--- src/sv/assert_macros.svh ---
// Assertion macros shared by the motion sample smoother RTL.
// No dependencies; the including module must provide clk and rst_n.
`ifndef ASSERT_MACROS_SVH
`define ASSERT_MACROS_SVH

// Clocked check, masked while reset is asserted.
`define MSSC_ASSERT(label, prop, msg) \
  label: assert property (@(posedge clk) disable iff (!rst_n) prop) \
    else $error(msg);

// Clocked check that also holds through reset.
`define MSSC_ASSERT_ALWAYS(label, prop, msg) \
  label: assert property (@(posedge clk) prop) else $error(msg);

`endif

--- src/sv/mssc_pkg.sv ---
// Shared widths, reset values, codes and types for the motion sample smoother.
// No dependencies; imported by every module of the block.
package mssc_pkg;

  localparam int SAMPLE_WIDTH = 16;
  localparam int EXT_BITS     = 16;
  localparam int GAIN_W       = 16;
  localparam int PERIOD_W     = 16;
  localparam int ACC_DB_W     = 15;
  localparam int VEL_W        = 24;
  localparam int VEL_DB_W     = 23;
  localparam int PRES_TH_W    = 16;
  localparam int VEL_SHIFT    = 8;
  localparam int NUM_AXES     = 3;
  localparam int CFG_DATA_W   = 23;
  localparam int CFG_IDX_W    = 3;

  // Filter state: sample scaled by 2^EXT_BITS, one extra bit for the sign.
  localparam int STATE_W = SAMPLE_WIDTH + EXT_BITS + 1;
  localparam int MAG_W   = SAMPLE_WIDTH + EXT_BITS;
  localparam int PROD_W  = MAG_W + GAIN_W;
  // Rounded state before saturation: holds +2^SAMPLE_WIDTH-1 and negatives.
  localparam int RND_W   = SAMPLE_WIDTH + 2;
  localparam int VPROD_W = SAMPLE_WIDTH + PERIOD_W + 1;
  localparam int VQS_W   = VPROD_W - VEL_SHIFT;

  localparam logic [CFG_IDX_W-1:0] REG_ACCEL_GAIN    = 3'd0;
  localparam logic [CFG_IDX_W-1:0] REG_PRESSURE_GAIN = 3'd1;
  localparam logic [CFG_IDX_W-1:0] REG_LOOP_PERIOD   = 3'd2;
  localparam logic [CFG_IDX_W-1:0] REG_ACCEL_DB      = 3'd3;
  localparam logic [CFG_IDX_W-1:0] REG_VEL_DB        = 3'd4;
  localparam logic [CFG_IDX_W-1:0] REG_MIN_CONTACT   = 3'd5;

  localparam logic [GAIN_W-1:0]    ACCEL_GAIN_RST    = 16'd5958;
  localparam logic [GAIN_W-1:0]    PRESSURE_GAIN_RST = 16'd5958;
  localparam logic [PERIOD_W-1:0]  LOOP_PERIOD_RST   = 16'd655;
  localparam logic [ACC_DB_W-1:0]  ACCEL_DB_RST      = 15'd51;
  localparam logic [VEL_DB_W-1:0]  VEL_DB_RST        = 23'd655;
  localparam logic [PRES_TH_W-1:0] MIN_CONTACT_RST   = 16'd80;

  typedef logic signed [SAMPLE_WIDTH-1:0] acc_t;
  typedef logic signed [VEL_W-1:0]        vel_t;

  typedef enum logic [2:0] {
    ST_IDLE, ST_MUL, ST_UPD, ST_RND, ST_ACC, ST_VMUL, ST_VRND, ST_MERGE
  } seq_state_t;

  typedef enum logic [1:0] {
    DIR_STOP = 2'd0,
    DIR_FWD  = 2'd1,
    DIR_BACK = 2'd2
  } dir_t;

  typedef enum logic [1:0] {
    MODE_STOPPED = 2'd0,
    MODE_CONST   = 2'd1,
    MODE_BRAKE   = 2'd2,
    MODE_ACCEL   = 2'd3
  } mode_t;

  // Step strobes from the sequencer to every lane.
  typedef struct packed {
    logic diff_en;
    logic mul_en;
    logic upd_en;
    logic rnd_en;
    logic acc_en;
    logic vmul_en;
    logic vrnd_en;
  } lane_ctrl_t;

endpackage

--- src/sv/mssc_merge.sv ---
// Merge stage: pressure clamp, direction, speed mode, contact, result register.
// Depends on mssc_pkg.
module mssc_merge (
  input  logic                               clk,
  input  logic                               load,
  input  mssc_pkg::acc_t                     acc [mssc_pkg::NUM_AXES],
  input  mssc_pkg::vel_t                     vel [mssc_pkg::NUM_AXES],
  input  logic signed [mssc_pkg::RND_W-1:0]  pres_rnd,
  input  logic [mssc_pkg::PRES_TH_W-1:0]     min_contact,
  output mssc_pkg::acc_t                     acc_o [mssc_pkg::NUM_AXES],
  output mssc_pkg::vel_t                     vel_o [mssc_pkg::NUM_AXES],
  output logic [mssc_pkg::SAMPLE_WIDTH-1:0]  pres_o,
  output mssc_pkg::dir_t                     dir_o,
  output mssc_pkg::mode_t                    mode_o,
  output logic                               contact_o
);
  import mssc_pkg::*;

  localparam logic signed [RND_W-1:0] PRES_MAX = {2'b00, {SAMPLE_WIDTH{1'b1}}};

  logic [SAMPLE_WIDTH-1:0] pres_clamp;
  dir_t                    dir;
  mode_t                   mode;
  acc_t                    acc_r [NUM_AXES];
  vel_t                    vel_r [NUM_AXES];
  logic [SAMPLE_WIDTH-1:0] pres_r;
  dir_t                    dir_r;
  mode_t                   mode_r;
  logic                    contact_r;

  always_comb begin
    if (pres_rnd < 0) begin
      pres_clamp = '0;
    end else if (pres_rnd > PRES_MAX) begin
      pres_clamp = '1;
    end else begin
      pres_clamp = pres_rnd[SAMPLE_WIDTH-1:0];
    end

    if (vel[0] == '0) begin
      dir = DIR_STOP;
    end else if (!vel[0][VEL_W-1]) begin
      dir = DIR_FWD;
    end else begin
      dir = DIR_BACK;
    end

    // Braking opposes the direction of travel, accelerating follows it.
    if (dir == DIR_STOP) begin
      mode = MODE_STOPPED;
    end else if (acc[0] == '0) begin
      mode = MODE_CONST;
    end else if (dir == DIR_FWD) begin
      mode = acc[0][SAMPLE_WIDTH-1] ? MODE_BRAKE : MODE_ACCEL;
    end else begin
      mode = acc[0][SAMPLE_WIDTH-1] ? MODE_ACCEL : MODE_BRAKE;
    end
  end

  always_ff @(posedge clk) begin
    if (load) begin
      acc_r     <= acc;
      vel_r     <= vel;
      pres_r    <= pres_clamp;
      dir_r     <= dir;
      mode_r    <= mode;
      contact_r <= ({{(SAMPLE_WIDTH-PRES_TH_W){1'b0}}, min_contact} <= pres_clamp);
    end
  end

  assign acc_o     = acc_r;
  assign vel_o     = vel_r;
  assign pres_o    = pres_r;
  assign dir_o     = dir_r;
  assign mode_o    = mode_r;
  assign contact_o = contact_r;

endmodule

--- config.mk ---
export PLATFORM = sky130hd
export DESIGN_NAME = mssc_merge
export DESIGN_NICKNAME = d
export VERILOG_FILES = /design/src/sv/assert_macros.svh /design/src/sv/mssc_pkg.sv /design/src/sv/mssc_merge.sv
export SDC_FILE = /design/constraint.sdc
export NUM_CORES = 1
export LEC_CHECK = 0
export BUFFER_PORTS_ARGS = -buffer_cell sky130_fd_sc_hd__buf_2
export CORE_AREA = 2 2 144 146
export CTS_CLUSTER_SIZE = 28
export DETAILED_ROUTE_END_ITERATION = 8
export DIE_AREA = 0 0 146 148
export PLACE_DENSITY_LB_ADDON = 0.12
export SETUP_SLACK_MARGIN = 0.4
export SYNTH_ARGS = -nofsm -noshare
export SYNTH_HDL_FRONTEND = slang
export SYNTH_SLANG_ARGS = --single-unit
--- constraint.sdc ---
create_clock -name clk -period 2.3 [get_ports clk]
set_input_delay 0.115 -clock clk [delete_from_list [all_inputs] [get_ports clk]]
set_output_delay 0.115 -clock clk [all_outputs]
set_load 0.01 [all_outputs]
==> flow_summary_export.csv <==
group,metric,value,unit
cts,numCtsBuffers,17,
cts,post_cts_resized,0,
yosys,synth_area_leaders,"edfxtp_1, ha_1, or2_2",
route,vias,3835,
floorplan,die_y,148,microns
power_and_ir_drop,swShare,23.2,%
sta,post-route-period-util,70.9,%
power_and_ir_drop,sequentialPowerShare,46.9,%
sta,setup_viol,0,
cts,clock_sinks,141,
global_route,grt_first_pass_wirelength,22200,microns
outcome,status,"complete, no violations",
cts,cts_root_buffer,"clkbuf_16",
route,drtAntennaViolNets,0,
yosys,synth_cell_types,24,
finish,area.growth.synth_to_final,74.2,%
worst_hold_path,hold_class,"input pin to flop",
sta,slew_headroom,64.3,%
finish,multiInputGateArea,631,sq um
sta,rsz0062_at_grt,"false",
yosys,yosys_warnings,0,
worst_setup_path,arrival,1.80,ns
global_route,grt_usage,13.4,%
sta,finalMaxSlewViolations,0,
cts,cts_buffer_depth,2,
global_route,grt_pass1_vias,4203,
sta,hold_viol,0,
finish,num-nets-final,859,
yosys,synth.most_common_cell,"edfxtp_1",
sta,max_freq,613,MHz
yosys,async_flop_share,0,%
power_and_ir_drop,pwr-share-clk,41.0,%
yosys,yosysTopAreaCellShare,85.9,%
yosys,netlist_area,0.00493,sq mm
power_and_ir_drop,p_int,0.00509,W
floorplan,die_area,0.0216,sq mm
yosys,yosys-top-cells-count,"edfxtp_1, nor2_1, ha_1, inv_1, or2_2",
finish,layout.area.seq,0.00423,sq mm
floorplan,coreArea,0.0200,sq mm
route,drtPass1Iterations,4,
global_route,antenna_found_initial,0,
finish,layout-drive-gt1-share,50.0,%
worst_setup_path,path_class,"input pin to flop",
finish,diodes,0,
cts,cts_hold_buffers,120,
sta,fin_crit,1.63,ns
floorplan,die-width,146,microns
floorplan,start_util,24.6,%
finish,fill_cells,1858,
place,hpwl,10500,microns
global_route,grt_max_degree,56,
route,drt_wl_total,14400,microns
worst_setup_path,crit_path_end_kind,"flop",
route,wl_per_cell,14.9,microns
power_and_ir_drop,p_leak,3.72,nW
place,gp_congestion,0.768,
worst_setup_path,cp_max_fo,16,
yosys,yosysSeqAreaShare,85.9,%
floorplan,ios,297,
global_route,grt-ovfl-total,0,
floorplan,rows,52,
sta,tightest_slew,0.535,ns
cts,cts_tree,"yes",
power_and_ir_drop,ir_worst_vdd,0.433,mV
cts,h-tree-depth,4,
route,routed_via_density,3.95,
power_and_ir_drop,powerDensity,772,mW/mm^2
route,drt-initial-drc-count,107,
worst_setup_path,critical_path_required,2.47,ns
place,portBuffers,296,
cts,cts_setup_buffers,0,
yosys,synth_nets,423,
yosys,netlist.top_cell.by_area,"edfxtp_1",
yosys,ys_seq_elements,141,
route,drc,0,
power_and_ir_drop,power_switching,0.00154,W
yosys,synth_ff_type,"edfxtp_1",
yosys,avgSynthCellArea,19.6,sq um
cts,clk_pin_slew_worst_paths,0.06,ns
yosys,synth_edf_count,141,
sta,setup_tns,0,ns
yosys,postSynthCellCount,251,
power_and_ir_drop,p_comb_share,12.1,%
finish,fin_util,42.9,%
job,max-cap-violations,0,
worst_setup_path,cp-start-kind,"input pin",
## layer usage
layer	global-route usage, %	vias to the layer above	routed length [microns]
li1	-	1837	-
met1	16.0	1796	6020
met2	22.6	189	7050
met3	5.12	13	1230
met4	3.93	0	141
met5	0	-	0
## layout by cell type, fill, tap and decap left out, drive strengths merged
cell	netlist	routed
inv	16	21
edfxtp	141	141
or2	15	15
nor2b	2	2
o31ai	1	1
ha	16	16
a21o	1	1
nor4	11	11
a21oi	7	7
o21ai	2	2
a221o	1	1
buf	1	301
nand2	4	4
clkbuf	3	18
nor2	20	20
nand3	2	2
clkinvlp	0	2
and2	1	1
nand4	5	5
clkinv	0	5
xor2	1	1
bufinv	0	2
a21boi	1	1
dlygate4sd3	0	120
## stage by stage
stage               area, sq um  power (W)  cells  setup WS, ns  hold slack (ns)
floorplan                  4960    0.00338    251         0.442            0.214
global placement           6800    0.00381    818         0.259            0.292
detailed placement         6800    0.00381    818         0.218            0.293
CTS                        8590    0.00674    970         0.664           0.0608
global route               8590    0.00692    970         0.478            0.128
finish                     8590    0.00663    970         0.670           0.0752
## worst paths after layout
| kind | slack, ns | depth (start not counted) | to | start |
|---|---|---|---|---|
| setup / recovery | 0.67 | 8 | contact_o | pres_rnd[16] |
| hold / removal | 0.08 | 3 | pres_o[0] | pres_rnd[0] |
## worst max-delay path, cell delays in order
cell and delay (ns):
buf_2 0.27, nor2_1 0.06, or2_2 0.29, ha_1 0.30, nand4_1 0.15, nor4_2 0.31
a21boi_2 0.23, o31ai_2 0.08
## final cells by class
type	count	share of cell area (%)
multi-input cells	90	7.34
clock buffers	18	5.00
clock inverters	14	1.82
well taps	270	3.93
repair buffers	421	31.9
flip-flops and latches	141	49.3
inverters	16	0.699
## cells by family (layout without fill, tap and decap cells)
family	after synthesis	after routing	synth area share (%)
compound gates	13	13	1.83
xor+xnor	1	1	0.178
fa+ha+maj	16	16	4.06
buf+inv	20	469	1.57
flops	141	141	85.9
simple gates	60	60	6.47
## power groups by stage
stage | clock (W) | combinational (W) | sequential (W)
3_5_place_dp | 0 | 0.000648 | 0.00316
5_1_grt | 0.00292 | 0.000877 | 0.00313
2_1_floorplan | 0 | 0.0000968 | 0.00328
4_1_cts | 0.00282 | 0.000814 | 0.00311
6_report | 0.00272 | 0.000801 | 0.00311
3_3_place_gp | 0 | 0.000649 | 0.00316
## state kept, by name, indices dropped and copies added (netlist names)
| signal | cells |
|---|---|
| vel_o | 72 |
| acc_o | 48 |
| pres_o | 16 |
| dir_o | 2 |
| mode_o | 2 |
| contact_o | 1 |
No activity file was read; power rests on OpenSTA's default activity.
