`config.mk`:
```
export PLATFORM = sky130hd
export DESIGN_NAME = mssc_ema_lane
export DESIGN_NICKNAME = d
export VERILOG_FILES = /design/src/sv/assert_macros.svh /design/src/sv/mssc_pkg.sv /design/src/sv/mssc_ema_lane.sv
export SDC_FILE = /design/constraint.sdc
export NUM_CORES = 2
export LEC_CHECK = 0
export ABC_CLOCK_PERIOD_IN_PS = 10300
export BUFFER_PORTS_ARGS = -buffer_cell sky130_fd_sc_hd__buf_2
export CAP_MARGIN = 20
export CORE_MARGIN = 5
export CORE_UTILIZATION = 60
export DETAILED_ROUTE_END_ITERATION = 10
export PLACE_DENSITY = 0.83
export RECOVER_POWER = 50
export SLEW_MARGIN = 20
export SYNTH_ARGS = -nofsm -noshare
export SYNTH_HDL_FRONTEND = slang
export SYNTH_SLANG_ARGS = --single-unit
```
`constraint.sdc`:
```
create_clock -name clk -period 10.3 [get_ports clk]
set_input_delay 1.545 -clock clk [delete_from_list [all_inputs] [get_ports clk]]
set_output_delay 1.545 -clock clk [all_outputs]
set_load 0.005 [all_outputs]
```
`src/sv/assert_macros.svh`:
```
// Assertion macros shared by the motion sample smoother RTL.
// No dependencies; the including module must provide clk and rst_n.
`ifndef ASSERT_MACROS_SVH
`define ASSERT_MACROS_SVH

// Clocked check, masked while reset is asserted.
`define MSSC_ASSERT(label, prop, msg) \
  label: assert property (@(posedge clk) disable iff (!rst_n) prop) \
    else $error(msg);

// Clocked check that also holds through reset.
`define MSSC_ASSERT_ALWAYS(label, prop, msg) \
  label: assert property (@(posedge clk) prop) else $error(msg);

`endif

```
`src/sv/mssc_pkg.sv`:
```
// Shared widths, reset values, codes and types for the motion sample smoother.
// No dependencies; imported by every module of the block.
package mssc_pkg;

  localparam int SAMPLE_WIDTH = 16;
  localparam int EXT_BITS     = 16;
  localparam int GAIN_W       = 16;
  localparam int PERIOD_W     = 16;
  localparam int ACC_DB_W     = 15;
  localparam int VEL_W        = 24;
  localparam int VEL_DB_W     = 23;
  localparam int PRES_TH_W    = 16;
  localparam int VEL_SHIFT    = 8;
  localparam int NUM_AXES     = 3;
  localparam int CFG_DATA_W   = 23;
  localparam int CFG_IDX_W    = 3;

  // Filter state: sample scaled by 2^EXT_BITS, one extra bit for the sign.
  localparam int STATE_W = SAMPLE_WIDTH + EXT_BITS + 1;
  localparam int MAG_W   = SAMPLE_WIDTH + EXT_BITS;
  localparam int PROD_W  = MAG_W + GAIN_W;
  // Rounded state before saturation: holds +2^SAMPLE_WIDTH-1 and negatives.
  localparam int RND_W   = SAMPLE_WIDTH + 2;
  localparam int VPROD_W = SAMPLE_WIDTH + PERIOD_W + 1;
  localparam int VQS_W   = VPROD_W - VEL_SHIFT;

  localparam logic [CFG_IDX_W-1:0] REG_ACCEL_GAIN    = 3'd0;
  localparam logic [CFG_IDX_W-1:0] REG_PRESSURE_GAIN = 3'd1;
  localparam logic [CFG_IDX_W-1:0] REG_LOOP_PERIOD   = 3'd2;
  localparam logic [CFG_IDX_W-1:0] REG_ACCEL_DB      = 3'd3;
  localparam logic [CFG_IDX_W-1:0] REG_VEL_DB        = 3'd4;
  localparam logic [CFG_IDX_W-1:0] REG_MIN_CONTACT   = 3'd5;

  localparam logic [GAIN_W-1:0]    ACCEL_GAIN_RST    = 16'd5958;
  localparam logic [GAIN_W-1:0]    PRESSURE_GAIN_RST = 16'd5958;
  localparam logic [PERIOD_W-1:0]  LOOP_PERIOD_RST   = 16'd655;
  localparam logic [ACC_DB_W-1:0]  ACCEL_DB_RST      = 15'd51;
  localparam logic [VEL_DB_W-1:0]  VEL_DB_RST        = 23'd655;
  localparam logic [PRES_TH_W-1:0] MIN_CONTACT_RST   = 16'd80;

  typedef logic signed [SAMPLE_WIDTH-1:0] acc_t;
  typedef logic signed [VEL_W-1:0]        vel_t;

  typedef enum logic [2:0] {
    ST_IDLE, ST_MUL, ST_UPD, ST_RND, ST_ACC, ST_VMUL, ST_VRND, ST_MERGE
  } seq_state_t;

  typedef enum logic [1:0] {
    DIR_STOP = 2'd0,
    DIR_FWD  = 2'd1,
    DIR_BACK = 2'd2
  } dir_t;

  typedef enum logic [1:0] {
    MODE_STOPPED = 2'd0,
    MODE_CONST   = 2'd1,
    MODE_BRAKE   = 2'd2,
    MODE_ACCEL   = 2'd3
  } mode_t;

  // Step strobes from the sequencer to every lane.
  typedef struct packed {
    logic diff_en;
    logic mul_en;
    logic upd_en;
    logic rnd_en;
    logic acc_en;
    logic vmul_en;
    logic vrnd_en;
  } lane_ctrl_t;

endpackage

```
`src/sv/mssc_ema_lane.sv`:
```
// One exponential average lane: difference, gain multiply, state update, round.
// Depends on mssc_pkg.
module mssc_ema_lane (
  input  logic                                clk,
  input  logic                                rst_n,
  input  mssc_pkg::lane_ctrl_t                ctrl,
  input  logic signed [mssc_pkg::SAMPLE_WIDTH:0] sample,
  input  logic [mssc_pkg::GAIN_W-1:0]         gain,
  output logic signed [mssc_pkg::RND_W-1:0]   rnd_val
);
  import mssc_pkg::*;

  logic signed [STATE_W-1:0] state_r, state_nxt;
  logic signed [STATE_W:0]   target, diff, diff_abs;
  logic                      diff_neg_r;
  logic [MAG_W-1:0]          diff_mag_r;
  logic [PROD_W-1:0]         prod_r, prod_rnd;
  logic [MAG_W-1:0]          step;
  logic signed [STATE_W-1:0] state_abs;
  logic [MAG_W-1:0]          state_sum;
  logic [SAMPLE_WIDTH-1:0]   rq;
  logic signed [RND_W-1:0]   rnd_abs, rnd_r;

  always_comb begin
    target   = {sample[SAMPLE_WIDTH], sample, {EXT_BITS{1'b0}}};
    diff     = target - {state_r[STATE_W-1], state_r};
    diff_abs = diff[STATE_W] ? -diff : diff;
    // Round half away from zero on the magnitude.
    prod_rnd = prod_r + PROD_W'(1 << (EXT_BITS - 1));
    step     = prod_rnd[PROD_W-1:EXT_BITS];
    state_nxt = diff_neg_r ? state_r - $signed({1'b0, step})
                           : state_r + $signed({1'b0, step});
    state_abs = state_r[STATE_W-1] ? -state_r : state_r;
    state_sum = state_abs[MAG_W-1:0] + MAG_W'(1 << (EXT_BITS - 1));
    rq        = state_sum[MAG_W-1:EXT_BITS];
    rnd_abs   = $signed({2'b00, rq});
  end

  always_ff @(posedge clk) begin
    if (!rst_n) begin
      state_r <= '0;
    end else if (ctrl.upd_en) begin
      state_r <= state_nxt;
    end
  end

  always_ff @(posedge clk) begin
    if (ctrl.diff_en) begin
      diff_neg_r <= diff[STATE_W];
      diff_mag_r <= diff_abs[MAG_W-1:0];
    end
    if (ctrl.mul_en) begin
      prod_r <= diff_mag_r * gain;
    end
    if (ctrl.rnd_en) begin
      rnd_r <= state_r[STATE_W-1] ? -rnd_abs : rnd_abs;
    end
  end

  assign rnd_val = rnd_r;

endmodule

```
==> impl.org <==
** Clock network
- In this run the number of H-tree levels came out at 4.
- In this run, post-CTS hold repair placed 0 buffers.
- Clock-pin slew was measured on the worst setup and hold paths at 0.06 ns.
- The root buffer cell chosen for the clock tree is clkbuf_16.
- CTS Buf Count :: 17
- # resized after CTS :: 0
- Buffers inserted by post-CTS timing repair :: 0
- CTS tree :: yes
- At the later pin of the worst-skew pair, clock insertion delay measures 0.43 ns.
- No sink is reached through more buffers than the 2 on the longest clock path.
- Number of clock sinks :: 117

** Synth
- Synthesized area :: 0.0260 sq mm
- Counting instances in the post-synthesis netlist gives the leading cell types as 487 x inv_1, 418 x fa_1, 403 x nand2_1, 218 x and2_1, 171 x ha_1.
- Fraction of the yosys area taken by sequential cells :: 12.2%
- The synthesized netlist contains 100 unique library cells.
- Share of synthesized flip-flops with an asynchronous set or reset :: 0%
- Counting every net in the synthesized netlist gives 3606.
- #FFs+latches synth :: 117
- Most area-hungry cell type in the Yosys netlist :: fa_1
- Yosys printed 0 warnings.
- Number of synthesized flops with an enable pin :: 84
- By area the synthesized netlist is led by fa_1 32%, edfxtp_1 9.7%, ha_1 8.2%.
- Counting every instance in the synthesized netlist gives 2975.
- Most used flip-flop cell after synthesis :: edfxtp_1
- Library cell with the highest instance count after synthesis :: inv_1
- Syn_area_per_cell :: 8.74 sq um
- In this run the biggest area consumer among cell types represents 32.2% of the synthesized area.

** Global routing
- GRT Util Overall :: 29.0%
- Largest net degree at the start of global routing :: 42
- Initial antenna violation count :: 1
- Grt total ovfl :: 0
- The via count of the first global-routing pass came to 22385.
- The first global-routing pass estimated 112 mm of wire.

** Floorplan
- The total area inside the core boundary comes to 0.0430 sq mm.
- In this run the core area contains 76 standard-cell rows.
- For this design the top-level I/O count stands at 60.
- Overall die height :: 218 um
- Initial core utilization :: 60.5%
- The floorplan step defined a die boundary enclosing 0.0476 sq mm.
- Die width :: 218 um

** STA
- Max Freq :: 113 MHz
- The clock arrives with 0.0123 ns of skew.
- Part of the cycle the worst path needs :: 85.9%
- Number of setup violations in the final report :: 0
- The final number of hold-violating endpoints was 0.
- Transition time at the pin with the least slew margin :: 1.82 ns
- Setup total negative slack on the finished layout was measured at 0 ns.
- Unrepaired setup endpoints after global routing :: false
- The worst pin sits at a relative slew slack of -21.1%.
- The total count of max-transition violations in the final report came to 68.
- Period minus WS final :: 8.85 ns

** Place
- At the end of routability-driven placement, the weighted congestion stood at 0.908.
- Post-DP HPWL :: 51.7 mm
- Buffers placed on the I/O ports in this run total 56.
- Placement Cell Area :: 0.0265 sq mm

** Worst setup path
- Data on the critical path arrives at its endpoint at 9.09 ns.
- Top Family by Delay on Critical Path :: adder cells
- Critical Path RT :: 10.53 ns
- Kind of capture point of the worst setup path :: flip-flop
- Along the worst path, the maximum fanout reaches 32.
- The worst setup path is launched from an input port.
- The critical path contains buffers and inverters numbering 6 combined.
- Cell-by-cell trace of the critical path :: buf_2 -> nand2_1 -> fa_1 -> fa_1 -> fa_1 -> fa_1 -> inv_1 -> fa_1 -> inv_1 -> fa_1 -> inv_1 -> ha_1 -> nand4_1 -> or2_2 -> or4_1 -> a31oi_1 -> buf_4 -> o21ai_0 -> a21oi_1 -> buf_4 -> o21ai_0 -> a2111oi_1 -> nor2_1 -> o311ai_1
- The worst setup path is of the in -> reg kind.
- Stage delay of the slowest cell on the critical path :: 0.71 ns
- Cell type of the slowest stage on the worst timing path :: a2111oi_1
- Cell seen most often among critical-path stages :: fa_1

** Finish
- Count of filler cells inserted in the layout :: 3509
- Storage element area :: 0.00318 sq mm
- Relative to the synthesized area, the layout overhead comes to 3.97%.
- The multi-input combinational cells in the finished layout cover a total of 0.0204 sq mm.
- Layout cells sized above 1 :: 4.20%
- Post-route cell area :: 0.0270 sq mm
- Post-layout nets :: 3545

** Detailed routing
- For this block, the initial DRC count from the detailed router was 2110.
- Number of optimization iterations in the first detailed-route pass :: 8
- Detailed-route via count :: 21225
- In the routed design, unresolved DRC markers number 0.
- Once detail routing completed, the nets flagged for antenna violations numbered 0.
- Post-detailed-routing wire length :: 67.1 mm
- After detailed routing, the average wire length per cell comes to 19.1 um.
- Routed via count divided by cell count :: 6.04

** Status
- The flow ran to the end, but the final reports show violations.
- The checks that failed: capacitance limit, slew limit.

** Worst hold path
- The path class of the tightest hold or removal check is reg -> reg.

** Flow run
- Maximum capacitance violations :: 2
-- sequential cells by signal, summed over array words and instances (netlist names) --
signal	count
diff_mag_r	32
state_r	33
rnd_val	18
prod_r	33
diff_neg_r	1
-- cells by family after synthesis --
group	synth area share, %
AND/OR/NAND/NOR	20.5
buffers and inverters	9.31
adder cells (fa/ha/maj)	40.4
AO/OA/AOI/OAI	9.52
XOR/XNOR	7.16
flip-flops	12.2
multiplexers	0.790
-- final timing paths --
check / from / end / slack, ns / cells after the start
worst max-delay path: gain[3] / prod_r[46] / 1.45 / 24
worst min-delay path: state_r[27] / state_r[27] / 0.58 / 1
worst max register to register: diff_mag_r[5] / prod_r[46] / 2.25 / 24
worst min register to register: state_r[27] / state_r[27] / 0.58 / 1
-- metrics by stage --
stage	std cells	hold slack, ns	utilization [%]	setup WS [ns]
after global placement	3480	0.573	61.6	1.19
after CTS	3512	0.585	62.9	1.45
after detailed placement	3480	0.568	61.6	0.996
after global routing	3513	0.602	62.9	1.08
final	3513	0.583	62.9	1.45
after floorplan	2975	0.403	-	2.27
-- cells in the final DEF (no fill, tap or decap), types with 11 or more instances in the layout --
| cell type | count |
|---|---|
| ha_1 | 171 |
| o21ai_0 | 55 |
| nor3_1 | 50 |
| edfxtp_1 | 84 |
| or2_2 | 13 |
| o31ai_1 | 15 |
| a211oi_1 | 17 |
| o21a_1 | 19 |
| and2_1 | 218 |
| a21o_1 | 27 |
| fa_1 | 418 |
| or3_1 | 23 |
| or4_1 | 11 |
| mux2i_1 | 16 |
| and3_1 | 24 |
| xor2_1 | 53 |
| nor2_1 | 121 |
| clkbuf_1 | 21 |
| dfxtp_1 | 33 |
| buf_2 | 37 |
| nand4_1 | 28 |
| a31oi_1 | 25 |
| nand3_1 | 60 |
| nor2b_1 | 20 |
| a21oi_1 | 79 |
| clkbuf_16 | 17 |
| nor4_1 | 20 |
| nand2b_1 | 18 |
| xnor2_1 | 155 |
| inv_1 | 487 |
| nand2_1 | 404 |
-- metal layers --
metal | share of wire [%] | routed length (um) | vias up | GRT usage, %
li1 | - | - | 9440 | -
met1 | 39 | 26500 | 10425 | 38.5
met2 | 48 | 32400 | 1143 | 48.6
met3 | 9.0 | 6060 | 217 | 5.19
met4 | 3.2 | 2160 | 0 | 9.40
met5 | 0 | 0 | - | 0
-- area by class of cell --
type	instances	area share (%)
clock buffers	19	1.60
inverters	488	6.78
well taps	585	2.71
flip-flops and latches	117	11.8
multi-input cells	2227	75.5
repair buffers	63	1.14
diodes	1	0.00926
clock inverters	13	0.514
Power is left out: the tool's default activity adds up to more than one toggle a clock period on the data nets, which glitch-free logic cannot reach.
