<file path="config.mk">
export PLATFORM = sky130hd
export DESIGN_NAME = mssc_vel_lane
export DESIGN_NICKNAME = d
export VERILOG_FILES = /design/src/sv/assert_macros.svh /design/src/sv/mssc_pkg.sv /design/src/sv/mssc_vel_lane.sv
export SDC_FILE = /design/constraint.sdc
export NUM_CORES = 1
export LEC_CHECK = 0
export BUFFER_PORTS_ARGS = -buffer_cell sky130_fd_sc_hd__buf_2
export CORE_MARGIN = 2
export CORE_UTILIZATION = 55
export DETAILED_ROUTE_END_ITERATION = 8
export GPL_TIMING_DRIVEN = 0
export PLACE_DENSITY = 0.74
export SLEW_MARGIN = 20
export SYNTH_ARGS = -nofsm -noshare
export SYNTH_HDL_FRONTEND = slang
export SYNTH_SLANG_ARGS = --single-unit
export TNS_END_PERCENT = 100
</file>
<file path="constraint.sdc">
create_clock -name clk -period 9.6 [get_ports clk]
set_input_delay 0 -clock clk [delete_from_list [all_inputs] [get_ports clk]]
set_output_delay 0 -clock clk [all_outputs]
set_load 0.05 [all_outputs]
</file>
<file path="src/sv/assert_macros.svh">
// Assertion macros shared by the motion sample smoother RTL.
// No dependencies; the including module must provide clk and rst_n.
`ifndef ASSERT_MACROS_SVH
`define ASSERT_MACROS_SVH

// Clocked check, masked while reset is asserted.
`define MSSC_ASSERT(label, prop, msg) \
  label: assert property (@(posedge clk) disable iff (!rst_n) prop) \
    else $error(msg);

// Clocked check that also holds through reset.
`define MSSC_ASSERT_ALWAYS(label, prop, msg) \
  label: assert property (@(posedge clk) prop) else $error(msg);

`endif

</file>
<file path="src/sv/mssc_pkg.sv">
// Shared widths, reset values, codes and types for the motion sample smoother.
// No dependencies; imported by every module of the block.
package mssc_pkg;

  localparam int SAMPLE_WIDTH = 16;
  localparam int EXT_BITS     = 16;
  localparam int GAIN_W       = 16;
  localparam int PERIOD_W     = 16;
  localparam int ACC_DB_W     = 15;
  localparam int VEL_W        = 24;
  localparam int VEL_DB_W     = 23;
  localparam int PRES_TH_W    = 16;
  localparam int VEL_SHIFT    = 8;
  localparam int NUM_AXES     = 3;
  localparam int CFG_DATA_W   = 23;
  localparam int CFG_IDX_W    = 3;

  // Filter state: sample scaled by 2^EXT_BITS, one extra bit for the sign.
  localparam int STATE_W = SAMPLE_WIDTH + EXT_BITS + 1;
  localparam int MAG_W   = SAMPLE_WIDTH + EXT_BITS;
  localparam int PROD_W  = MAG_W + GAIN_W;
  // Rounded state before saturation: holds +2^SAMPLE_WIDTH-1 and negatives.
  localparam int RND_W   = SAMPLE_WIDTH + 2;
  localparam int VPROD_W = SAMPLE_WIDTH + PERIOD_W + 1;
  localparam int VQS_W   = VPROD_W - VEL_SHIFT;

  localparam logic [CFG_IDX_W-1:0] REG_ACCEL_GAIN    = 3'd0;
  localparam logic [CFG_IDX_W-1:0] REG_PRESSURE_GAIN = 3'd1;
  localparam logic [CFG_IDX_W-1:0] REG_LOOP_PERIOD   = 3'd2;
  localparam logic [CFG_IDX_W-1:0] REG_ACCEL_DB      = 3'd3;
  localparam logic [CFG_IDX_W-1:0] REG_VEL_DB        = 3'd4;
  localparam logic [CFG_IDX_W-1:0] REG_MIN_CONTACT   = 3'd5;

  localparam logic [GAIN_W-1:0]    ACCEL_GAIN_RST    = 16'd5958;
  localparam logic [GAIN_W-1:0]    PRESSURE_GAIN_RST = 16'd5958;
  localparam logic [PERIOD_W-1:0]  LOOP_PERIOD_RST   = 16'd655;
  localparam logic [ACC_DB_W-1:0]  ACCEL_DB_RST      = 15'd51;
  localparam logic [VEL_DB_W-1:0]  VEL_DB_RST        = 23'd655;
  localparam logic [PRES_TH_W-1:0] MIN_CONTACT_RST   = 16'd80;

  typedef logic signed [SAMPLE_WIDTH-1:0] acc_t;
  typedef logic signed [VEL_W-1:0]        vel_t;

  typedef enum logic [2:0] {
    ST_IDLE, ST_MUL, ST_UPD, ST_RND, ST_ACC, ST_VMUL, ST_VRND, ST_MERGE
  } seq_state_t;

  typedef enum logic [1:0] {
    DIR_STOP = 2'd0,
    DIR_FWD  = 2'd1,
    DIR_BACK = 2'd2
  } dir_t;

  typedef enum logic [1:0] {
    MODE_STOPPED = 2'd0,
    MODE_CONST   = 2'd1,
    MODE_BRAKE   = 2'd2,
    MODE_ACCEL   = 2'd3
  } mode_t;

  // Step strobes from the sequencer to every lane.
  typedef struct packed {
    logic diff_en;
    logic mul_en;
    logic upd_en;
    logic rnd_en;
    logic acc_en;
    logic vmul_en;
    logic vrnd_en;
  } lane_ctrl_t;

endpackage

</file>
<file path="src/sv/mssc_vel_lane.sv">
// One axis after filtering: saturate and deadband, period multiply, velocity round.
// Depends on mssc_pkg.
module mssc_vel_lane (
  input  logic                              clk,
  input  mssc_pkg::lane_ctrl_t              ctrl,
  input  logic signed [mssc_pkg::RND_W-1:0] rnd_val,
  input  logic [mssc_pkg::ACC_DB_W-1:0]     acc_db,
  input  logic [mssc_pkg::PERIOD_W-1:0]     period,
  input  logic [mssc_pkg::VEL_DB_W-1:0]     vel_db,
  output mssc_pkg::acc_t                    acc_out,
  output mssc_pkg::vel_t                    vel_out
);
  import mssc_pkg::*;

  localparam logic signed [RND_W-1:0] ACC_MAX =
    {{(RND_W-SAMPLE_WIDTH+1){1'b0}}, {(SAMPLE_WIDTH-1){1'b1}}};
  localparam logic signed [RND_W-1:0] ACC_MIN =
    {{(RND_W-SAMPLE_WIDTH+1){1'b1}}, {(SAMPLE_WIDTH-1){1'b0}}};
  localparam logic signed [VQS_W-1:0] VEL_MAX =
    {{(VQS_W-VEL_W+1){1'b0}}, {(VEL_W-1){1'b1}}};
  localparam logic signed [VQS_W-1:0] VEL_MIN =
    {{(VQS_W-VEL_W+1){1'b1}}, {(VEL_W-1){1'b0}}};

  acc_t                           acc_sat, acc_r;
  logic signed [SAMPLE_WIDTH:0]   acc_ext, acc_db_s;
  logic                           acc_in_band;
  logic signed [VPROD_W-1:0]      vprod_r, vprod_abs;
  logic [VPROD_W-2:0]             vsum;
  logic [VQS_W-2:0]               vq;
  logic signed [VQS_W-1:0]        vs;
  vel_t                           vel_sat, vel_r;
  logic signed [VEL_W:0]          vel_ext, vel_db_s;
  logic                           vel_in_band;

  always_comb begin
    if (rnd_val > ACC_MAX) begin
      acc_sat = ACC_MAX[SAMPLE_WIDTH-1:0];
    end else if (rnd_val < ACC_MIN) begin
      acc_sat = ACC_MIN[SAMPLE_WIDTH-1:0];
    end else begin
      acc_sat = rnd_val[SAMPLE_WIDTH-1:0];
    end
    acc_ext     = {acc_sat[SAMPLE_WIDTH-1], acc_sat};
    acc_db_s    = $signed({2'b00, acc_db});
    acc_in_band = (acc_ext < acc_db_s) && (acc_ext > -acc_db_s);

    vprod_abs = vprod_r[VPROD_W-1] ? -vprod_r : vprod_r;
    vsum      = vprod_abs[VPROD_W-2:0] + (VPROD_W-1)'(1 << (VEL_SHIFT - 1));
    vq        = vsum[VPROD_W-2:VEL_SHIFT];
    vs        = vprod_r[VPROD_W-1] ? -$signed({1'b0, vq}) : $signed({1'b0, vq});
    if (vs > VEL_MAX) begin
      vel_sat = VEL_MAX[VEL_W-1:0];
    end else if (vs < VEL_MIN) begin
      vel_sat = VEL_MIN[VEL_W-1:0];
    end else begin
      vel_sat = vs[VEL_W-1:0];
    end
    vel_ext     = {vel_sat[VEL_W-1], vel_sat};
    vel_db_s    = $signed({2'b00, vel_db});
    vel_in_band = (vel_ext < vel_db_s) && (vel_ext > -vel_db_s);
  end

  always_ff @(posedge clk) begin
    if (ctrl.acc_en) begin
      acc_r <= acc_in_band ? '0 : acc_sat;
    end
    if (ctrl.vmul_en) begin
      vprod_r <= acc_r * $signed({1'b0, period});
    end
    if (ctrl.vrnd_en) begin
      vel_r <= vel_in_band ? '0 : vel_sat;
    end
  end

  assign acc_out = acc_r;
  assign vel_out = vel_r;

endmodule

</file>
==> parameters.txt, run 1 <==
Parameter                              Value

Run status
  Status ... completed

Cells and area
  Diode count ... 0
  Final-stage net count ... 2532
  Layout Utilization ... roughly 60%
  Area added between synthesis and finish ... 8.53%
  Share of cells above drive strength 1 ... a little over 8%

Global routing
  Total track usage ... 28.7%
  Initial antenna violation count ... 0
  Vias in the first global route ... around 14000
  Largest net degree at the start of global routing ... 34
  Sum of overflow across all layers after global routing ... 0
  First-pass GRT wire length ... 71.2 mm

Critical path
  Critical path data required time ... around 9.7 ns
  Family with the most delay on the worst path ... compound AO/OA/AOI/OAI gates
  Signal arrival time at the worst endpoint ... 9.06 ns
  Nature of the critical path startpoint ... flop
  Stage delay of the slowest cell on the critical path ... between 0.4 and 0.5 ns
  CP max FO ... 28
  Endpoint class of the critical path ... flop
  Critical-path top delay cell ... sky130_fd_sc_hd__edfxtp_1
  Kind of critical path ... flop to flop
  Combined buffer and inverter count along the critical path ... 8

Synth
  Leading area contributor after synthesis ... sky130_fd_sc_hd__fa_1
  Synth async-reset ratio ... 0%
  Share of synthesized area occupied by flip-flops and latches ... 13.2%
  Share of Yosys cell area claimed by the top area cell type ... 23.4%
  Total standard cell area after synthesis ... 0.0166 mm²
  Total of warnings raised by yosys ... 0
  Yosys cell types ... 77
  Mean area per synthesized cell ... between 8 and 9 µm²
  Net count after synthesis ... 2411
  Number of flops mapped to enable cells by yosys ... 73
  Post-synth top flop ... sky130_fd_sc_hd__edfxtp_1
  #FFs+latches synth ... 73
  Dominant cells by area after synthesis ... sky130_fd_sc_hd__fa_1 (23%), sky130_fd_sc_hd__ha_1 (15%), sky130_fd_sc_hd__edfxtp_1 (13%), sky130_fd_sc_hd__inv_1 (6.3%), sky130_fd_sc_hd__nand2_1 (4.9%)
  Cells after synthesis ... 1941

Routing
  Via/cell ratio ... between 5 and 6
  Antenna viol nets, final ... 0
  Initial DRC count ... 1053
  Detailed-route via count ... 14415
  Detailed Route WL ... approximately 44 mm
  Number of design rule violations left after detail routing ... 0
  Iteration count of the initial detailed-routing pass ... 5
  Wire length per cell ... 17.9 µm

Die
  Overall die height ... 178 µm
  Initial cell density of the core ... 55.9%
  Rows ... 63
  Die extent in x ... 178 µm
  Die area ... roughly 0.032 mm²
  Core area ... 0.0296 mm²
  Top Ports ... 120

Clocking
  Largest buffer count on any clock path ... 2
  Cts bufs inserted ... 9
  Clock net sink count ... 73
  Clock root cell ... sky130_fd_sc_hd__clkbuf_16
  Insertion delay of the later-clocked pin in the worst-skew pair ... 0.35 ns
  TritonCTS clock tree ... built
  Clock Pin Slew Worst Setup and Hold Paths ... 0.07 ns
  H-tree depth ... 3

STA
  Final hold violation count ... 0
  Final setup violation count ... 0
  TNS Setup ... 0 ns
  Unrepaired setup endpoints after global routing ... false
  Actual slew at the worst max-slew pin ... 1.27 ns
  Timing-limited maximum frequency ... between 100 and 150 MHz
  Worst clock skew on the final layout ... between 0.015 and 0.02 ns
  Crit path setup slack, layout ... 0.613 ns
  Number of max-slew violations in the final report ... 0
  Hold Slack ... between 0.08 and 0.09 ns
  Slew Limit Headroom ... 14.6%
  Crit path time final ... 8.99 ns
  Post-route clock period utilization ... between 90% and 100%

Placement
  HPWL Detailed ... 36.4 mm
  Number of buffers added on ports ... 113
  Pre-CTS setup slack ... -1.92 ns
  Weighted congestion at the end of routability-driven global placement ... ~0.95

Flow run
  Max-cap violation count ... 0

Hold path
  Hold/Removal Path Class ... input port to flop
-- synthesized netlist by cell type (4+ instances only) --
cell type / number
sky130_fd_sc_hd__o21a_1: 24
sky130_fd_sc_hd__nor2_1: 133
sky130_fd_sc_hd__nor3b_1: 6
sky130_fd_sc_hd__o31ai_1: 17
sky130_fd_sc_hd__or2_2: 11
sky130_fd_sc_hd__inv_1: 276
sky130_fd_sc_hd__or3_1: 20
sky130_fd_sc_hd__a21boi_0: 10
sky130_fd_sc_hd__a211oi_1: 11
sky130_fd_sc_hd__nor3_1: 39
sky130_fd_sc_hd__o21ai_0: 51
sky130_fd_sc_hd__ha_1: 196
sky130_fd_sc_hd__nor4_1: 15
sky130_fd_sc_hd__o31a_1: 4
sky130_fd_sc_hd__a31oi_1: 10
sky130_fd_sc_hd__and2_1: 111
sky130_fd_sc_hd__nand2b_1: 22
sky130_fd_sc_hd__a21o_1: 26
sky130_fd_sc_hd__nand4b_1: 5
sky130_fd_sc_hd__nand2_1: 216
sky130_fd_sc_hd__clkbuf_1: 69
sky130_fd_sc_hd__fa_1: 194
sky130_fd_sc_hd__nand3_1: 30
sky130_fd_sc_hd__a41o_1: 4
sky130_fd_sc_hd__nand3b_1: 5
sky130_fd_sc_hd__nor2b_1: 39
sky130_fd_sc_hd__mux2i_1: 7
sky130_fd_sc_hd__o211ai_1: 9
sky130_fd_sc_hd__buf_1: 5
sky130_fd_sc_hd__nand4_1: 13
sky130_fd_sc_hd__xnor2_1: 92
sky130_fd_sc_hd__o41ai_1: 5
sky130_fd_sc_hd__or4_1: 7
sky130_fd_sc_hd__and3_1: 10
sky130_fd_sc_hd__o22ai_1: 4
sky130_fd_sc_hd__a21oi_1: 68
sky130_fd_sc_hd__a211o_1: 6
sky130_fd_sc_hd__a221oi_1: 4
sky130_fd_sc_hd__edfxtp_1: 73
sky130_fd_sc_hd__xor2_1: 35
-- flip-flops by register name, indices dropped and copies added (netlist names) --
name     flops
vprod_r     33
acc_out     16
vel_out     24
-- worst register-to-register path, delay by kind of cell (launching register included) --
kind,cells,cell delay [ns]
buf+inv,8,2.34
fa+ha+maj,2,0.53
simple gates,7,1.33
flops,1,0.48
compound gates,15,3.93
xor+xnor,1,0.14
-- placed cells by master (no fill, tap or decap), types with 6 or more instances in the layout --
cell	count
sky130_fd_sc_hd__nor3_1	39
sky130_fd_sc_hd__nand2b_1	22
sky130_fd_sc_hd__nor4_1	15
sky130_fd_sc_hd__a21oi_1	68
sky130_fd_sc_hd__or2_2	11
sky130_fd_sc_hd__clkbuf_1	61
sky130_fd_sc_hd__nor2_1	133
sky130_fd_sc_hd__nor2b_1	39
sky130_fd_sc_hd__mux2i_1	7
sky130_fd_sc_hd__a211oi_1	11
sky130_fd_sc_hd__edfxtp_1	73
sky130_fd_sc_hd__nand4_1	13
sky130_fd_sc_hd__and3_1	10
sky130_fd_sc_hd__o21a_1	24
sky130_fd_sc_hd__fa_1	194
sky130_fd_sc_hd__a21boi_0	9
sky130_fd_sc_hd__buf_2	115
sky130_fd_sc_hd__nand2_1	216
sky130_fd_sc_hd__o31ai_1	17
sky130_fd_sc_hd__ha_1	196
sky130_fd_sc_hd__o21ai_0	51
sky130_fd_sc_hd__and2_1	111
sky130_fd_sc_hd__or4_1	7
sky130_fd_sc_hd__clkbuf_16	9
sky130_fd_sc_hd__inv_1	276
sky130_fd_sc_hd__o211ai_1	9
sky130_fd_sc_hd__a21o_1	26
sky130_fd_sc_hd__a211o_1	6
sky130_fd_sc_hd__or3_1	20
sky130_fd_sc_hd__xnor2_1	92
sky130_fd_sc_hd__a31oi_1	10
sky130_fd_sc_hd__nand3_1	30
sky130_fd_sc_hd__xor2_1	35
-- cell families (layout without fill, tap and decap cells) --
family	count (synthesis)	count (layout)	synth area share, %
AND/OR/NAND/NOR	699	699	21.2
adder cells (fa/ha/maj)	393	393	38.4
buffers and inverters	353	479	8.07
AO/OA/AOI/OAI	289	289	11.9
XOR/XNOR	127	127	6.71
flip-flops	73	73	13.2
multiplexers	7	7	0.423
-- metal layers --
layer | wire length [µm] | up-vias | global-route usage [%]
met3 | 3310 | 118 | 4.16
met4 | 2300 | 0 | 14.2
met2 | 20600 | 629 | 47.7
li1 | - | 6702 | -
met1 | 17800 | 6966 | 36.5
met5 | 0 | - | 0
-- per-stage QoR --
step	instances	cell area, µm²
after global routing	2457	18000
after global placement	2444	17600
after detailed placement	2444	17600
after CTS	2458	18000
after floorplan	1941	16600
final	2457	18000
-- worst paths after layout --
check / start / endpoint / slack, ns / depth (start not counted)
setup / recovery: vprod_r[32] / vel_out[17] / 0.61 / 33
hold / removal: ctrl[2] / acc_out[11] / 0.09 / 1
setup reg to reg: vprod_r[32] / vel_out[17] / 0.61 / 33
hold reg to reg: acc_out[0] / vprod_r[0] / 0.93 / 1
-- repair_timing --
action	4_1_cts	5_1_grt
resized for setup	10	7
endpoints found under the setup margin	24	24
setup buffers	0	0
pin swaps	0	0
hold buffers	0	0
hold endpoints to repair	0	0
-- final cells by class --
cell class,count,area (µm²)
clock buffers,9,225
repair buffers,113,566
well taps,390,488
fillers,2635,11700
inverters,276,1040
clock inverters,7,101
plain buffers,74,304
multi-input cells,1515,13100
flip-flops and latches,73,2190
Power of run 1 is not shown: default switching activity piles up to over one toggle a cycle in this logic, so the estimate is an artifact.
==> inputs of run 2 (changes only) <==
==> constraint.sdc (replaced) <==
create_clock -name clk -period 11.25 [get_ports clk]
set_input_delay 0 -clock clk [delete_from_list [all_inputs] [get_ports clk]]
set_output_delay 0 -clock clk [all_outputs]
set_load 0.05 [all_outputs]
==> parameters.txt, run 2 (same netlist as run 1, synthesis figures left out) <==
Parameter                              Value

Run status
  Status ... completed

Clocking
  Cts bufs inserted ... 9 (unchanged)
  Clock net sink count ... 73 (unchanged)
  Clock Pin Slew Worst Setup and Hold Paths ... 0.07 ns (about the same)
  Insertion delay of the later-clocked pin in the worst-skew pair ... 0.35 ns (about the same)
  Largest buffer count on any clock path ... 2 (unchanged)
  Clock root cell ... sky130_fd_sc_hd__clkbuf_16
  H-tree depth ... 3 (unchanged)
  TritonCTS clock tree ... built

STA
  Number of max-slew violations in the final report ... 0 (unchanged)
  Final hold violation count ... 0 (unchanged)
  Worst clock skew on the final layout ... 0.0190 ns (-0.000168 ns)
  Crit path time final ... 10.35 ns (+1.37 ns)
  Crit path setup slack, layout ... 0.896 ns (+0.283 ns)
  Unrepaired setup endpoints after global routing ... false
  Post-route clock period utilization ... 92.0% (-1.6 points)
  Slew Limit Headroom ... 16.2% (+1.5 points)
  Actual slew at the worst max-slew pin ... 1.25 ns (-0.0230 ns)
  Timing-limited maximum frequency ... 96.6 MHz (-13%)
  Final setup violation count ... 0 (unchanged)

Cells and area
  Reg with most FFs ... vprod_r
  Number of flip-flops under the largest register name ... 33 (unchanged)
  Diode count ... 0 (unchanged)
  Most common cell after layout, fill and taps aside ... sky130_fd_sc_hd__inv_1
  Area used by sequential logic in the layout ... 0.00219 mm² (unchanged)
  Fillers ... 2632 (-0.11%)
  Area added between synthesis and finish ... 8.47% (about the same)
  Most frequent cells in the layout ... sky130_fd_sc_hd__inv_1 (276), sky130_fd_sc_hd__nand2_1 (216), sky130_fd_sc_hd__ha_1 (196), sky130_fd_sc_hd__fa_1 (194), sky130_fd_sc_hd__nor2_1 (133)
  Footprint of the multi-input gates ... 0.0131 mm² (about the same)
  Final-stage net count ... 2534 (+0.079%)
  Share of cells above drive strength 1 ... 7.93% (-0.25 points)

Critical path
  Signal arrival time at the worst endpoint ... 10.42 ns (+1.36 ns)
  CP max FO ... 19 (-32%)
  Stage delay of the slowest cell on the critical path ... 0.49 ns (about the same)
  Crit path top cell by count ... sky130_fd_sc_hd__clkbuf_1
  Critical path data required time ... 11.32 ns (+1.65 ns)
  Critical-path top delay cell ... sky130_fd_sc_hd__clkbuf_2
  Nature of the critical path startpoint ... flop
  Endpoint class of the critical path ... flop
  Kind of critical path ... flop to flop

Routing
  Antenna viol nets, final ... 0 (unchanged)
  Wire length per cell ... 18.0 µm (+0.18%)
  Met3 Wirelength ... 3.12 mm (-5.9%)
  Routed length on met2 ... 20.7 mm (+0.40%)
  Detailed-route via count ... 14320 (-0.66%)
  Initial DRC count ... 1016 (-3.5%)
  Iteration count of the initial detailed-routing pass ... 5 (unchanged)
  Highest routed metal layer ... met4
  Total routed wire length on the met1 layer ... 18.1 mm (+1.4%)
  Via/cell ratio ... 5.82 (-0.74%)
  Detailed Route WL ... 44.2 mm (+0.27%)
  Number of design rule violations left after detail routing ... 0 (unchanged)

Placement
  Number of buffers added on ports ... 113 (unchanged)
  HPWL Detailed ... 36.4 mm (unchanged)
  Weighted congestion at the end of routability-driven global placement ... 0.950 (unchanged)
  Pre-CTS setup slack ... -0.267 ns (+1.65 ns)

Die
  Initial cell density of the core ... 55.9% (unchanged)
  Die extent in x ... 178 µm (unchanged)
  Top Ports ... 120 (unchanged)
  Overall die height ... 178 µm (unchanged)
  Rows ... 63 (unchanged)
  Die area ... 0.0315 mm² (unchanged)
  Core area ... 0.0296 mm² (unchanged)

Hold path
  Hold/Removal Path Class ... input port to flop

Global routing
  Largest net degree at the start of global routing ... 34 (unchanged)
  Vias in the first global route ... 14193 (-0.028%)
  First-pass GRT wire length ... 71.3 mm (about the same)
  Initial antenna violation count ... 0 (unchanged)
  Total track usage ... 28.7% (+0.042 points)
  Sum of overflow across all layers after global routing ... 0 (unchanged)

Flow run
  Max-cap violation count ... 0 (unchanged)
## run 2: worst max-delay path: cells and delay by family (launching register included)
kind / cells / cell delay [ns]
AO/OA/AOI/OAI: 15 / 3.92
buffers and inverters: 10 / 3.53
AND/OR/NAND/NOR: 7 / 1.50
adder cells (fa/ha/maj): 2 / 0.53
flip-flops: 1 / 0.47
XOR/XNOR: 1 / 0.14
## run 2: timing repair
item                       CTS  global route
setup endpoints to repair   23            24
setup buffers                0             0
hold buffers                 0             0
resized for setup            2             6
## run 2: cell type report
cell class	count	share of cell area, %
Multi-Input combinational cell	1515	72.7
Timing Repair Buffer	113	3.15
Buffer	76	1.68
Clock buffer	9	1.25
Sequential cell	73	12.2
Tap cell	390	2.71
Inverter	276	5.76
Clock inverter	7	0.564
## run 2: final timing paths
path,start,depth (start not counted),to,slack [ns]
min reg2reg,acc_out[0],1,vprod_r[0],0.93
max,vprod_r[32],35,vel_out[17],0.90
min,ctrl[2],1,acc_out[11],0.09
max reg2reg,vprod_r[32],35,vel_out[17],0.90
## run 2: through the flow
step                      utilization, %  hold slack [ns]  instance area (µm²)  setup TNS [ns]  std cells
after floorplan                        -            0.112                16600               0       1941
after global placement              59.5            0.427                17600          -0.926       2444
after detailed placement            59.5            0.437                17600           -2.91       2444
after CTS                           60.6           0.0811                18000               0       2460
after global routing                60.7           0.0889                18000               0       2459
final                               60.7           0.0857                18000               0       2459
## run 2: per-layer routing
layer / global-route usage, % / vias up
li1: - / 6706
met4: 14.1 / 0
met1: 36.6 / 6930
met5: 0 / -
met3: 4.11 / 117
met2: 47.8 / 567
Power of run 2 is left out for the same reason.
